===== src/sv/rcs_pkg.sv =====
// rcs_pkg: shared widths, reset values, register indexes and control structs
package rcs_pkg;

    localparam int PULSE_W = 12;
    localparam int BAND_W  = 8;
    localparam int IDX_W   = 3;
    // signed width of the mapping arithmetic (edges reach -255 .. 4350)
    localparam int MAP_W   = 14;
    localparam int PROD_W  = 2 * MAP_W;
    // magnitudes fed to the divider
    localparam int DVD_W   = PROD_W - 1;
    localparam int DVS_W   = MAP_W - 1;

    localparam logic [PULSE_W-1:0] RC_MIN_RST    = 12'd1000;
    localparam logic [PULSE_W-1:0] RC_MID_RST    = 12'd1400;
    localparam logic [PULSE_W-1:0] RC_MAX_RST    = 12'd1880;
    localparam logic [PULSE_W-1:0] CMD_MIN_RST   = 12'd1100;
    localparam logic [PULSE_W-1:0] CMD_MID_RST   = 12'd1500;
    localparam logic [PULSE_W-1:0] CMD_MAX_RST   = 12'd1900;
    localparam logic [BAND_W-1:0]  DEAD_BAND_RST = 8'd15;
    localparam logic [BAND_W-1:0]  SLEW_STEP_RST = 8'd6;

    typedef enum logic [IDX_W-1:0] {
        REG_RC_MIN,
        REG_RC_MID,
        REG_RC_MAX,
        REG_CMD_MIN,
        REG_CMD_MID,
        REG_CMD_MAX,
        REG_DEAD_BAND,
        REG_SLEW_STEP
    } reg_idx_t;

    typedef struct packed {
        logic load_in;
        logic map;
        logic mul;
        logic div_start;
        logic filt;
        logic load_out;
    } cmd_t;

    typedef struct packed {
        logic div_done;
    } status_t;

endpackage


===== src/sv/rcs_rc_if.sv =====
// rcs_rc_if: channel carrying one measured stick pulse word
interface rcs_rc_if;
    logic                        valid;
    logic                        ready;
    logic [rcs_pkg::PULSE_W-1:0] rc_pulse;

    modport source (output valid, output rc_pulse, input ready);
    modport sink   (input valid, input rc_pulse, output ready);
endinterface


===== src/sv/rcs_servo_if.sv =====
// rcs_servo_if: channel carrying one servo command word
interface rcs_servo_if;
    logic                        valid;
    logic                        ready;
    logic [rcs_pkg::PULSE_W-1:0] servo_pulse;

    modport source (output valid, output servo_pulse, input ready);
    modport sink   (input valid, input servo_pulse, output ready);
endinterface


===== src/sv/rcs_div.sv =====
// rcs_div: restoring unsigned divider, one quotient bit per cycle
module rcs_div (
    input  logic                        clk,
    input  logic                        rst_n,
    input  logic                        start,
    input  logic [rcs_pkg::DVD_W-1:0]   dividend,
    input  logic [rcs_pkg::DVS_W-1:0]   divisor,
    output logic [rcs_pkg::DVD_W-1:0]   quotient,
    output logic                        done
);

    localparam int CNT_W = $clog2(rcs_pkg::DVD_W);

    logic                      busy_reg, busy_next;
    logic                      done_reg, done_next;
    logic [CNT_W-1:0]          cnt_reg, cnt_next;
    logic [rcs_pkg::DVD_W-1:0] q_reg, q_next;
    logic [rcs_pkg::DVS_W-1:0] rem_reg, rem_next;
    logic [rcs_pkg::DVS_W-1:0] dvs_reg, dvs_next;
    logic [rcs_pkg::DVS_W:0]   trial;

    assign trial = {rem_reg, q_reg[rcs_pkg::DVD_W-1]};

    always_comb
    begin
        busy_next = busy_reg;
        done_next = 1'b0;
        cnt_next  = cnt_reg;
        q_next    = q_reg;
        rem_next  = rem_reg;
        dvs_next  = dvs_reg;
        if (start)
        begin
            busy_next = 1'b1;
            cnt_next  = '0;
            q_next    = dividend;
            rem_next  = '0;
            dvs_next  = divisor;
        end
        else if (busy_reg)
        begin
            if (trial >= {1'b0, dvs_reg})
            begin
                rem_next = rcs_pkg::DVS_W'(trial - {1'b0, dvs_reg});
                q_next   = {q_reg[rcs_pkg::DVD_W-2:0], 1'b1};
            end
            else
            begin
                rem_next = trial[rcs_pkg::DVS_W-1:0];
                q_next   = {q_reg[rcs_pkg::DVD_W-2:0], 1'b0};
            end
            cnt_next = cnt_reg + 1'b1;
            if (cnt_reg == CNT_W'(rcs_pkg::DVD_W - 1))
            begin
                busy_next = 1'b0;
                done_next = 1'b1;
            end
        end
    end

    always_ff @(posedge clk or negedge rst_n)
    begin
        if (!rst_n)
        begin
            busy_reg <= 1'b0;
            done_reg <= 1'b0;
            cnt_reg  <= '0;
        end
        else
        begin
            busy_reg <= busy_next;
            done_reg <= done_next;
            cnt_reg  <= cnt_next;
        end
    end

    always_ff @(posedge clk)
    begin
        q_reg   <= q_next;
        rem_reg <= rem_next;
        dvs_reg <= dvs_next;
    end

    assign quotient = q_reg;
    assign done     = done_reg;

endmodule


===== src/sv/rcs_ctrl.sv =====
// rcs_ctrl: sequencer stepping one word through map, multiply, divide, filter, slew
module rcs_ctrl (
    input  logic              clk,
    input  logic              rst_n,
    input  logic              rc_valid,
    output logic              rc_ready,
    output logic              servo_valid,
    input  logic              servo_ready,
    output rcs_pkg::cmd_t     cmd,
    input  rcs_pkg::status_t  st
);

    typedef enum logic [2:0] {
        S_IDLE,
        S_MAP,
        S_MUL,
        S_DIV,
        S_DIVW,
        S_FILT,
        S_OUT
    } state_t;

    state_t state_reg, state_next;
    logic   valid_reg, valid_next;

    always_comb
    begin
        state_next = state_reg;
        cmd        = '0;
        rc_ready   = 1'b0;
        case (state_reg)
            S_IDLE:
            begin
                rc_ready = 1'b1;
                if (rc_valid)
                begin
                    cmd.load_in = 1'b1;
                    state_next  = S_MAP;
                end
            end
            S_MAP:
            begin
                cmd.map    = 1'b1;
                state_next = S_MUL;
            end
            S_MUL:
            begin
                cmd.mul    = 1'b1;
                state_next = S_DIV;
            end
            S_DIV:
            begin
                cmd.div_start = 1'b1;
                state_next    = S_DIVW;
            end
            S_DIVW:
            begin
                if (st.div_done)
                    state_next = S_FILT;
            end
            S_FILT:
            begin
                cmd.filt   = 1'b1;
                state_next = S_OUT;
            end
            S_OUT:
            begin
                // output word slot must be free before the slew state moves on
                if (!valid_reg || servo_ready)
                begin
                    cmd.load_out = 1'b1;
                    state_next   = S_IDLE;
                end
            end
            default:
            begin
                state_next = S_IDLE;
            end
        endcase

        if (cmd.load_out)
            valid_next = 1'b1;
        else if (servo_ready)
            valid_next = 1'b0;
        else
            valid_next = valid_reg;
    end

    always_ff @(posedge clk or negedge rst_n)
    begin
        if (!rst_n)
        begin
            state_reg <= S_IDLE;
            valid_reg <= 1'b0;
        end
        else
        begin
            state_reg <= state_next;
            valid_reg <= valid_next;
        end
    end

    assign servo_valid = valid_reg;

endmodule


===== src/sv/rcs_datapath.sv =====
// rcs_datapath: config registers, segment map, filter and slew limiter state
module rcs_datapath #(
    parameter int FRACTION_BITS = 3
) (
    input  logic                          clk,
    input  logic                          rst_n,
    input  logic                          cfg_we,
    input  logic [rcs_pkg::IDX_W-1:0]     cfg_index,
    input  logic [rcs_pkg::PULSE_W-1:0]   cfg_data,
    input  logic [rcs_pkg::PULSE_W-1:0]   rc_pulse,
    input  rcs_pkg::cmd_t                 cmd,
    output rcs_pkg::status_t              st,
    output logic [rcs_pkg::PULSE_W-1:0]   servo_pulse
);

    localparam int PW    = rcs_pkg::PULSE_W;
    localparam int MW    = rcs_pkg::MAP_W;
    localparam int ACC_W = PW + FRACTION_BITS;
    localparam int DIF_W = ACC_W + 2;

    // configuration
    logic [PW-1:0]              rc_min_reg, rc_mid_reg, rc_max_reg;
    logic [PW-1:0]              cmd_min_reg, cmd_mid_reg, cmd_max_reg;
    logic [rcs_pkg::BAND_W-1:0] dead_band_reg, slew_step_reg;

    always_ff @(posedge clk or negedge rst_n)
    begin
        if (!rst_n)
        begin
            rc_min_reg    <= rcs_pkg::RC_MIN_RST;
            rc_mid_reg    <= rcs_pkg::RC_MID_RST;
            rc_max_reg    <= rcs_pkg::RC_MAX_RST;
            cmd_min_reg   <= rcs_pkg::CMD_MIN_RST;
            cmd_mid_reg   <= rcs_pkg::CMD_MID_RST;
            cmd_max_reg   <= rcs_pkg::CMD_MAX_RST;
            dead_band_reg <= rcs_pkg::DEAD_BAND_RST;
            slew_step_reg <= rcs_pkg::SLEW_STEP_RST;
        end
        else if (cfg_we)
        begin
            case (rcs_pkg::reg_idx_t'(cfg_index))
                rcs_pkg::REG_RC_MIN:    rc_min_reg    <= cfg_data;
                rcs_pkg::REG_RC_MID:    rc_mid_reg    <= cfg_data;
                rcs_pkg::REG_RC_MAX:    rc_max_reg    <= cfg_data;
                rcs_pkg::REG_CMD_MIN:   cmd_min_reg   <= cfg_data;
                rcs_pkg::REG_CMD_MID:   cmd_mid_reg   <= cfg_data;
                rcs_pkg::REG_CMD_MAX:   cmd_max_reg   <= cfg_data;
                rcs_pkg::REG_DEAD_BAND: dead_band_reg <= cfg_data[rcs_pkg::BAND_W-1:0];
                rcs_pkg::REG_SLEW_STEP: slew_step_reg <= cfg_data[rcs_pkg::BAND_W-1:0];
                default:                ;
            endcase
        end
    end

    // map stage
    logic [PW-1:0]        p_reg;
    logic signed [MW-1:0] pin, lo_edge, hi_edge, i1, i2, o1, o2, x;
    logic signed [MW-1:0] xd_reg, od_reg, den_reg, o1_reg;
    logic                 in_dz, lower, mid_reg;

    always_comb
    begin
        pin     = $signed({2'b00, p_reg});
        lo_edge = $signed({2'b00, rc_mid_reg}) - $signed({6'd0, dead_band_reg});
        hi_edge = $signed({2'b00, rc_mid_reg}) + $signed({6'd0, dead_band_reg});
        in_dz   = (pin > lo_edge) && (pin < hi_edge);
        lower   = (pin <= lo_edge);
        if (lower)
        begin
            i1 = $signed({2'b00, rc_min_reg});
            i2 = lo_edge;
            o1 = $signed({2'b00, cmd_min_reg});
            o2 = $signed({2'b00, cmd_mid_reg});
        end
        else
        begin
            i1 = hi_edge;
            i2 = $signed({2'b00, rc_max_reg});
            o1 = $signed({2'b00, cmd_mid_reg});
            o2 = $signed({2'b00, cmd_max_reg});
        end
        // lower bound tested first, so a reversed span can land on either bound
        if (pin < i1)
            x = i1;
        else if (pin > i2)
            x = i2;
        else
            x = pin;
    end

    // multiply and divide
    logic signed [rcs_pkg::PROD_W-1:0] prod_reg, prod_abs;
    logic signed [MW-1:0]              den_abs;
    logic                              q_neg;
    logic [rcs_pkg::DVD_W-1:0]         quotient;
    logic                              div_done;

    assign prod_abs = prod_reg[rcs_pkg::PROD_W-1] ? -prod_reg : prod_reg;
    assign den_abs  = den_reg[MW-1] ? -den_reg : den_reg;
    assign q_neg    = prod_reg[rcs_pkg::PROD_W-1] ^ den_reg[MW-1];

    rcs_div u_div (
        .clk      (clk),
        .rst_n    (rst_n),
        .start    (cmd.div_start),
        .dividend (prod_abs[rcs_pkg::DVD_W-1:0]),
        .divisor  (den_abs[rcs_pkg::DVS_W-1:0]),
        .quotient (quotient),
        .done     (div_done)
    );

    assign st.div_done = div_done;

    always_ff @(posedge clk)
    begin
        if (cmd.load_in)
            p_reg <= rc_pulse;
        if (cmd.map)
        begin
            xd_reg  <= x - i1;
            od_reg  <= o2 - o1;
            den_reg <= i2 - i1;
            o1_reg  <= o1;
            mid_reg <= in_dz || (i2 == i1);
        end
        if (cmd.mul)
            prod_reg <= xd_reg * od_reg;
    end

    // filter; the mapped target never leaves o1..o2, so 12 quotient bits suffice
    logic signed [MW-1:0]    q_s, tgt_s;
    logic [PW-1:0]           tgt;
    logic [ACC_W-1:0]        acc_reg;
    logic signed [DIF_W-1:0] diff, rnd, inc, acc_sum, half;

    always_comb
    begin
        q_s   = $signed({2'b00, quotient[PW-1:0]});
        if (q_neg)
            q_s = -q_s;
        tgt_s = q_s + o1_reg;
        tgt   = mid_reg ? cmd_mid_reg : tgt_s[PW-1:0];
        half  = DIF_W'(1) <<< (FRACTION_BITS - 1);
        diff  = $signed({2'b00, tgt, {FRACTION_BITS{1'b0}}}) - $signed({2'b00, acc_reg});
        if (diff[DIF_W-1])
            rnd = diff - half;
        else if (diff != '0)
            rnd = diff + half;
        else
            rnd = diff;
        inc     = rnd >>> FRACTION_BITS;
        acc_sum = $signed({2'b00, acc_reg}) + inc;
    end

    // slew limit and final clamp
    logic [PW-1:0]        o_raw, o_sl, o_cl, last_reg, out_reg;
    logic signed [PW:0]   d, stp;

    always_comb
    begin
        o_raw = acc_reg[ACC_W-1:FRACTION_BITS];
        d     = $signed({1'b0, o_raw}) - $signed({1'b0, last_reg});
        stp   = $signed({5'd0, slew_step_reg});
        if (d > stp)
            o_sl = last_reg + PW'(slew_step_reg);
        else if (d < -stp)
            o_sl = last_reg - PW'(slew_step_reg);
        else
            o_sl = o_raw;
        if (o_sl < cmd_min_reg)
            o_cl = cmd_min_reg;
        else if (o_sl > cmd_max_reg)
            o_cl = cmd_max_reg;
        else
            o_cl = o_sl;
    end

    always_ff @(posedge clk or negedge rst_n)
    begin
        if (!rst_n)
        begin
            acc_reg  <= ACC_W'(rcs_pkg::CMD_MID_RST) << FRACTION_BITS;
            last_reg <= rcs_pkg::CMD_MID_RST;
        end
        else
        begin
            if (cmd.filt)
                acc_reg <= acc_sum[ACC_W-1:0];
            if (cmd.load_out)
                last_reg <= o_sl;
        end
    end

    always_ff @(posedge clk)
    begin
        if (cmd.load_out)
            out_reg <= o_cl;
    end

    assign servo_pulse = out_reg;

endmodule


===== src/sv/rc_servo_command_shaper.sv =====
// rc_servo_command_shaper: stick pulse to servo command with deadzone, filter, slew limit
//
//  channel  | dir  | word         | width
//  ---------+------+--------------+------------------------------
//  rc       | sink | rc_pulse     | 12 unsigned, us
//  servo    | src  | servo_pulse  | 12 unsigned, us
//  cfg      | wr   | cfg_data     | 12, index cfg_index (3 bits)
//
//  Most of the time from an accepted rc word to its servo word is spent in
//  the 27-step restoring divider in rcs_div.
//  One word in flight; a new rc word is taken while the last result waits.
//  Reset loads the default registers and centres filter and slew state.
//  A stalled servo word holds; the next result waits behind it.
module rc_servo_command_shaper #(
    parameter int FRACTION_BITS = 3
) (
    input  logic                        clk,
    input  logic                        rst_n,
    rcs_rc_if.sink                      rc,
    rcs_servo_if.source                 servo,
    input  logic                        cfg_we,
    input  logic [rcs_pkg::IDX_W-1:0]   cfg_index,
    input  logic [rcs_pkg::PULSE_W-1:0] cfg_data
);

    rcs_pkg::cmd_t    cmd;
    rcs_pkg::status_t st;

    rcs_ctrl u_ctrl (
        .clk         (clk),
        .rst_n       (rst_n),
        .rc_valid    (rc.valid),
        .rc_ready    (rc.ready),
        .servo_valid (servo.valid),
        .servo_ready (servo.ready),
        .cmd         (cmd),
        .st          (st)
    );

    rcs_datapath #(
        .FRACTION_BITS (FRACTION_BITS)
    ) u_datapath (
        .clk         (clk),
        .rst_n       (rst_n),
        .cfg_we      (cfg_we),
        .cfg_index   (cfg_index),
        .cfg_data    (cfg_data),
        .rc_pulse    (rc.rc_pulse),
        .cmd         (cmd),
        .st          (st),
        .servo_pulse (servo.servo_pulse)
    );

    // one word in flight: no second accept straight after the first
    a_single_word: assert property (@(posedge clk) disable iff (!rst_n)
        (rc.valid && rc.ready) |=> !rc.ready)
        else $error("rc word accepted while another is in flight");

    // a result only overwrites a free or departing output word
    a_out_free: assert property (@(posedge clk) disable iff (!rst_n)
        cmd.load_out |-> (!servo.valid || servo.ready))
        else $error("servo word overwritten while stalled");

    // divider runs only with the input side closed
    a_div_busy: assert property (@(posedge clk) disable iff (!rst_n)
        (cmd.div_start || st.div_done) |-> !rc.ready)
        else $error("divider active while input open");

endmodule

===== src/flat_wrapper.sv =====
// flat-port wrapper written by rule: the top's interface ports become plain ports
module rc_servo_command_shaper_flat 
#(
    parameter int FRACTION_BITS = 3
)
  (clk, rst_n, cfg_we, cfg_index, cfg_data, rc_valid, rc_rc_pulse, rc_ready, servo_valid, servo_servo_pulse, servo_ready);
  rcs_rc_if rc_i ();
  rcs_servo_if servo_i ();
  input  logic clk;
  input  logic rst_n;
  input  logic cfg_we;
  input  logic [rcs_pkg::IDX_W-1:0] cfg_index;
  input  logic [rcs_pkg::PULSE_W-1:0] cfg_data;
  input wire logic [$bits(rc_i.valid)-1:0] rc_valid;
  input wire logic [$bits(rc_i.rc_pulse)-1:0] rc_rc_pulse;
  output wire logic [$bits(rc_i.ready)-1:0] rc_ready;
  output wire logic [$bits(servo_i.valid)-1:0] servo_valid;
  output wire logic [$bits(servo_i.servo_pulse)-1:0] servo_servo_pulse;
  input wire logic [$bits(servo_i.ready)-1:0] servo_ready;
  assign rc_i.valid = rc_valid;
  assign rc_i.rc_pulse = rc_rc_pulse;
  assign rc_ready = rc_i.ready;
  assign servo_valid = servo_i.valid;
  assign servo_servo_pulse = servo_i.servo_pulse;
  assign servo_i.ready = servo_ready;
  rc_servo_command_shaper #(.FRACTION_BITS(FRACTION_BITS)) u_core (.clk(clk), .rst_n(rst_n), .rc(rc_i), .servo(servo_i), .cfg_we(cfg_we), .cfg_index(cfg_index), .cfg_data(cfg_data));
endmodule

===== config.mk =====
export PLATFORM = sky130hd
export DESIGN_NAME = rc_servo_command_shaper_flat
export DESIGN_NICKNAME = d
export VERILOG_FILES = /design/src/sv/rcs_pkg.sv /design/src/sv/rcs_rc_if.sv /design/src/sv/rcs_servo_if.sv /design/src/sv/rcs_div.sv /design/src/sv/rcs_ctrl.sv /design/src/sv/rcs_datapath.sv /design/src/sv/rc_servo_command_shaper.sv /design/src/flat_wrapper.sv
export SDC_FILE = /design/constraint.sdc
export NUM_CORES = 1
export LEC_CHECK = 0
export BUFFER_PORTS_ARGS = -buffer_cell sky130_fd_sc_hd__clkbuf_2
export CAP_MARGIN = 25
export CORE_MARGIN = 4
export CORE_UTILIZATION = 42
export CTS_BUF_LIST = sky130_fd_sc_hd__clkbuf_2
export CTS_CLUSTER_SIZE = 12
export DETAILED_ROUTE_END_ITERATION = 8
export SYNTH_ARGS = -nofsm -noshare
export SYNTH_HDL_FRONTEND = slang
export SYNTH_SLANG_ARGS = --single-unit

===== constraint.sdc =====
create_clock -name clk -period 13.5 [get_ports clk]
set_input_delay 1.35 -clock clk [delete_from_list [all_inputs] [get_ports clk]]
set_output_delay 1.35 -clock clk [all_outputs]
set_load 0.01 [all_outputs]

==> impl_metrics.sql <==
INSERT INTO impl_metrics (metric_group, metric, value, unit) VALUES
('sta', 'layout_min_cycle_time', '9.11', 'ns'),
('sta', 'timing.final.ws_setup', '4.39', 'ns'),
('clock_tree', 'clock_latency', '1.10', 'ns'),
('sta', 'unrepaired_setup_endpoints_after_global_routing', 'no', ''),
('yosys', 'synth_async_sr_flop_share', '0.442', ''),
('clock_tree', 'cts_hold_buffers', '0', ''),
('yosys', 'synthesis.nets', '3544', ''),
('final_layout', 'finish.net_count', '3601', ''),
('place', 'place_area', '29500', 'sq um'),
('detailed_routing', 'first_iter_violations', '1134', ''),
('yosys', 'area_share_of_the_largest_cell_type_after_synthesis', '0.155', ''),
('yosys', 'synthDistinctLibCells', '88', ''),
('grt', 'grt_start_max_net_pins', '76', ''),
('grt', 'number_of_antenna_violations_at_the_first_check_in_global_routing', '3', ''),
('final_layout', 'fill_cells', '6476', ''),
('clock_tree', 'clock_path_buffers', '3', ''),
('detailed_routing', 'antenna_left', '0', ''),
('yosys', 'synth_top_cells_by_count', 'sky130_fd_sc_hd__inv_1, sky130_fd_sc_hd__nand2_1, sky130_fd_sc_hd__ha_1, sky130_fd_sc_hd__fa_1, sky130_fd_sc_hd__o21ai_0', ''),
('place', 'place_worst_setup_slack', '4.47', 'ns'),
('sta', 'finalSetupViolations', '0', ''),
('detailed_routing', 'drt_pass1_iterations', '5', ''),
('yosys', 'netlist_instances', '3015', ''),
('detailed_routing', 'routed-via-count', '21253', ''),
('sta', 'clock-skew-final', '0.121', 'ns'),
('yosys', 'ys_seq_area_frac', '0.278', ''),
('yosys', 'synth_area', '28300', 'sq um'),
('yosys', 'synth.largest_area_cell', 'sky130_fd_sc_hd__edfxtp_1', ''),
('sta', 'setup_total_negative_slack', '0', 'ns'),
('final_layout', 'design_area', '30400', 'sq um'),
('sta', 'period_utilisation_layout', '0.675', ''),
('setup_path', 'critPathArrivalTime', '9.90', 'ns'),
('detailed_routing', 'totalWireLength', '71200', 'microns'),
('yosys', 'avgSynthCellArea', '9.40', 'sq um'),
('clock_tree', 'tritoncts', 'yes', ''),
('clock_tree', 'clockRootBuffer', 'sky130_fd_sc_hd__clkbuf_2', ''),
('yosys', 'ys.warnings.count', '0', ''),
('detailed_routing', 'wire_per_inst', '17.8', 'microns'),
('clock_tree', 'post-cts-setup-buffers', '0', ''),
('place', 'port-buffer-count', '45', ''),
('setup_path', 'crit_required', '14.30', 'ns'),
('setup_path', 'setup.worst_path.start_class', 'register', ''),
('yosys', 'post-synth-top-count-cell', 'sky130_fd_sc_hd__inv_1', ''),
('clock_tree', 'clk_pin_slew_worst_paths', '0.11', 'ns'),
('place', 'dp_hpwl', '56100', 'microns'),
('setup_path', 'worst_path_most_repeated_cell', 'sky130_fd_sc_hd__nor2b_1', ''),
('floorplan', 'placement_rows', '94', ''),
('clock_tree', 'tritoncts.num_buffers', '84', ''),
('setup_path', 'worstPathMaxFanout', '42', ''),
('place', 'place.gp.congestion', '0.872', ''),
('sta', 'slew_at_the_pin_closest_to_its_max_slew_limit', '1.06', 'ns'),
('clock_tree', 'clock_sinks', '285', ''),
('yosys', 'synth.area.top_cells', 'sky130_fd_sc_hd__edfxtp_1, sky130_fd_sc_hd__fa_1, sky130_fd_sc_hd__ha_1', ''),
('floorplan', 'dieWidth', '268', 'microns'),
('yosys', 'synth_enable_flop_cells', '146', ''),
('yosys', 'synth.ff_latch_count', '285', ''),
('detailed_routing', 'via_density', '5.30', ''),
('grt', 'grt_first_pass_wirelength', '115000', 'microns'),
('outcome', 'run_status', 'complete, no violations', ''),
('detailed_routing', 'drc', '0', ''),
('floorplan', 'coreArea', '66300', 'sq um'),
('grt', 'number_of_global_route_vias_before_repair', '21632', ''),
('sta', 'max_slew_margin', '0.295', ''),
('grt', 'grt_residual_overflow', '0', ''),
('sta', 'final-hold-violation-count', '0', ''),
('clock_tree', 'postCtsResizedCells', '0', ''),
('yosys', 'synthFlopType', 'sky130_fd_sc_hd__edfxtp_1', ''),
('worst_hold_path', 'hold_class', 'input port to async pin', ''),
('floorplan', 'fp.dieArea', '71700', 'sq um'),
('final_layout', 'largest_register_ffs', '28', ''),
('final_layout', 'area_growth_syn_to_layout', '7.18', '%'),
('flow_run', 'number_of_maximum_capacitance_violations', '0', '');
## through the flow
stage	utilization	hold slack, ns	cells
2_1_floorplan	-	0.453	3015
3_3_place_gp	0.444	0.479	3845
3_5_place_dp	0.444	0.484	3846
4_1_cts	0.457	0.0438	4004
5_1_grt	0.458	0.123	4009
6_report	0.458	0.199	4010
## logic make-up (layout without fill, tap and decap cells)
kind of cell | Yosys count | count (layout) | synth area share
other cells | 2 | 4 | 0.000265
xor+xnor | 194 | 194 | 0.0600
buf+inv | 486 | 615 | 0.0651
simple gates | 825 | 825 | 0.140
fa+ha+maj | 500 | 500 | 0.275
compound gates | 602 | 602 | 0.134
mux | 121 | 121 | 0.0473
flops | 285 | 285 | 0.278
## per-layer routing
layer,share of wire,up-vias,global-route usage
met5,0.00017,-,0
met4,0.027,2,0.0652
met3,0.048,118,0.0333
met2,0.47,463,0.336
met1,0.45,10303,0.271
li1,-,10367,-
## path summary, 6_finish.rpt
check | end | slack (ns) | depth (start not counted) | startpoint
min in group clk | u_core.u_datapath.p_reg[9]$_DFFE_PP_ | 0.44 | 1 | rc_rc_pulse[9]
hold reg to reg | u_core.u_datapath.u_div.dvs_reg[0]$_DFFE_PP_ | 0.47 | 0 | u_core.u_datapath.den_reg[0]$_DFFE_PP_
setup reg to reg | u_core.u_datapath.xd_reg[12]$_DFFE_PP_ | 4.39 | 40 | u_core.u_datapath.dead_band_reg[1]$_DFFE_PN1P_
hold / removal | u_core.u_datapath.last_reg[0]$_DFFE_PN0P_ | 0.20 | 1 | rst_n
max in group asynchronous | u_core.u_datapath.u_div.cnt_reg[3]$_DFFE_PN0P_ | 11.93 | 2 | rst_n
setup / recovery | u_core.u_datapath.xd_reg[12]$_DFFE_PP_ | 4.39 | 40 | u_core.u_datapath.dead_band_reg[1]$_DFFE_PN1P_
## critical path: cells and delay by family, from the launching register on
kind,cells,cell delay [ns]
AOI/OAI and AO/OA,17,3.07
and+or+nand+nor,12,2.32
adders and majority gates,5,1.59
buffers and inverters,4,0.77
DFF,1,0.62
xor gates and xnor gates,1,0.23
muxes,1,0.21
## cell type report
type | count | area (sq um) | area share
antenna | 2 | 5.00 | 0.000165
clock buffer | 133 | 666 | 0.0219
clock inverter | 25 | 170 | 0.00560
inverter | 390 | 1460 | 0.0482
multi-input combinational | 2244 | 18700 | 0.614
sequential | 285 | 7870 | 0.259
tap | 864 | 1080 | 0.0356
timing repair buffer | 67 | 458 | 0.0151
## cells in the final DEF, fill, tap and decap left out, types with 18 or more instances in the layout
master / n
sky130_fd_sc_hd__xnor2_1: 120
sky130_fd_sc_hd__dfrtp_1: 70
sky130_fd_sc_hd__o21a_1: 27
sky130_fd_sc_hd__fa_1: 207
sky130_fd_sc_hd__a21oi_1: 144
sky130_fd_sc_hd__nor2b_1: 36
sky130_fd_sc_hd__nand2b_1: 44
sky130_fd_sc_hd__nor3_1: 45
sky130_fd_sc_hd__ha_1: 290
sky130_fd_sc_hd__nand4_1: 21
sky130_fd_sc_hd__o21bai_1: 30
sky130_fd_sc_hd__xor2_1: 74
sky130_fd_sc_hd__o31ai_1: 18
sky130_fd_sc_hd__o21ai_0: 204
sky130_fd_sc_hd__mux2i_1: 18
sky130_fd_sc_hd__dfstp_2: 56
sky130_fd_sc_hd__or3_1: 18
sky130_fd_sc_hd__a211oi_1: 19
sky130_fd_sc_hd__a21o_1: 54
sky130_fd_sc_hd__and2_1: 91
sky130_fd_sc_hd__clkbuf_2: 177
sky130_fd_sc_hd__mux2_2: 103
sky130_fd_sc_hd__buf_4: 18
sky130_fd_sc_hd__nor2_1: 155
sky130_fd_sc_hd__and3_1: 23
sky130_fd_sc_hd__nand2_1: 304
sky130_fd_sc_hd__edfxtp_1: 146
sky130_fd_sc_hd__nand3_1: 31
sky130_fd_sc_hd__inv_1: 390
Power is not shown: default switching activity piles up to over one toggle a cycle in this logic, so the estimate is an artifact.
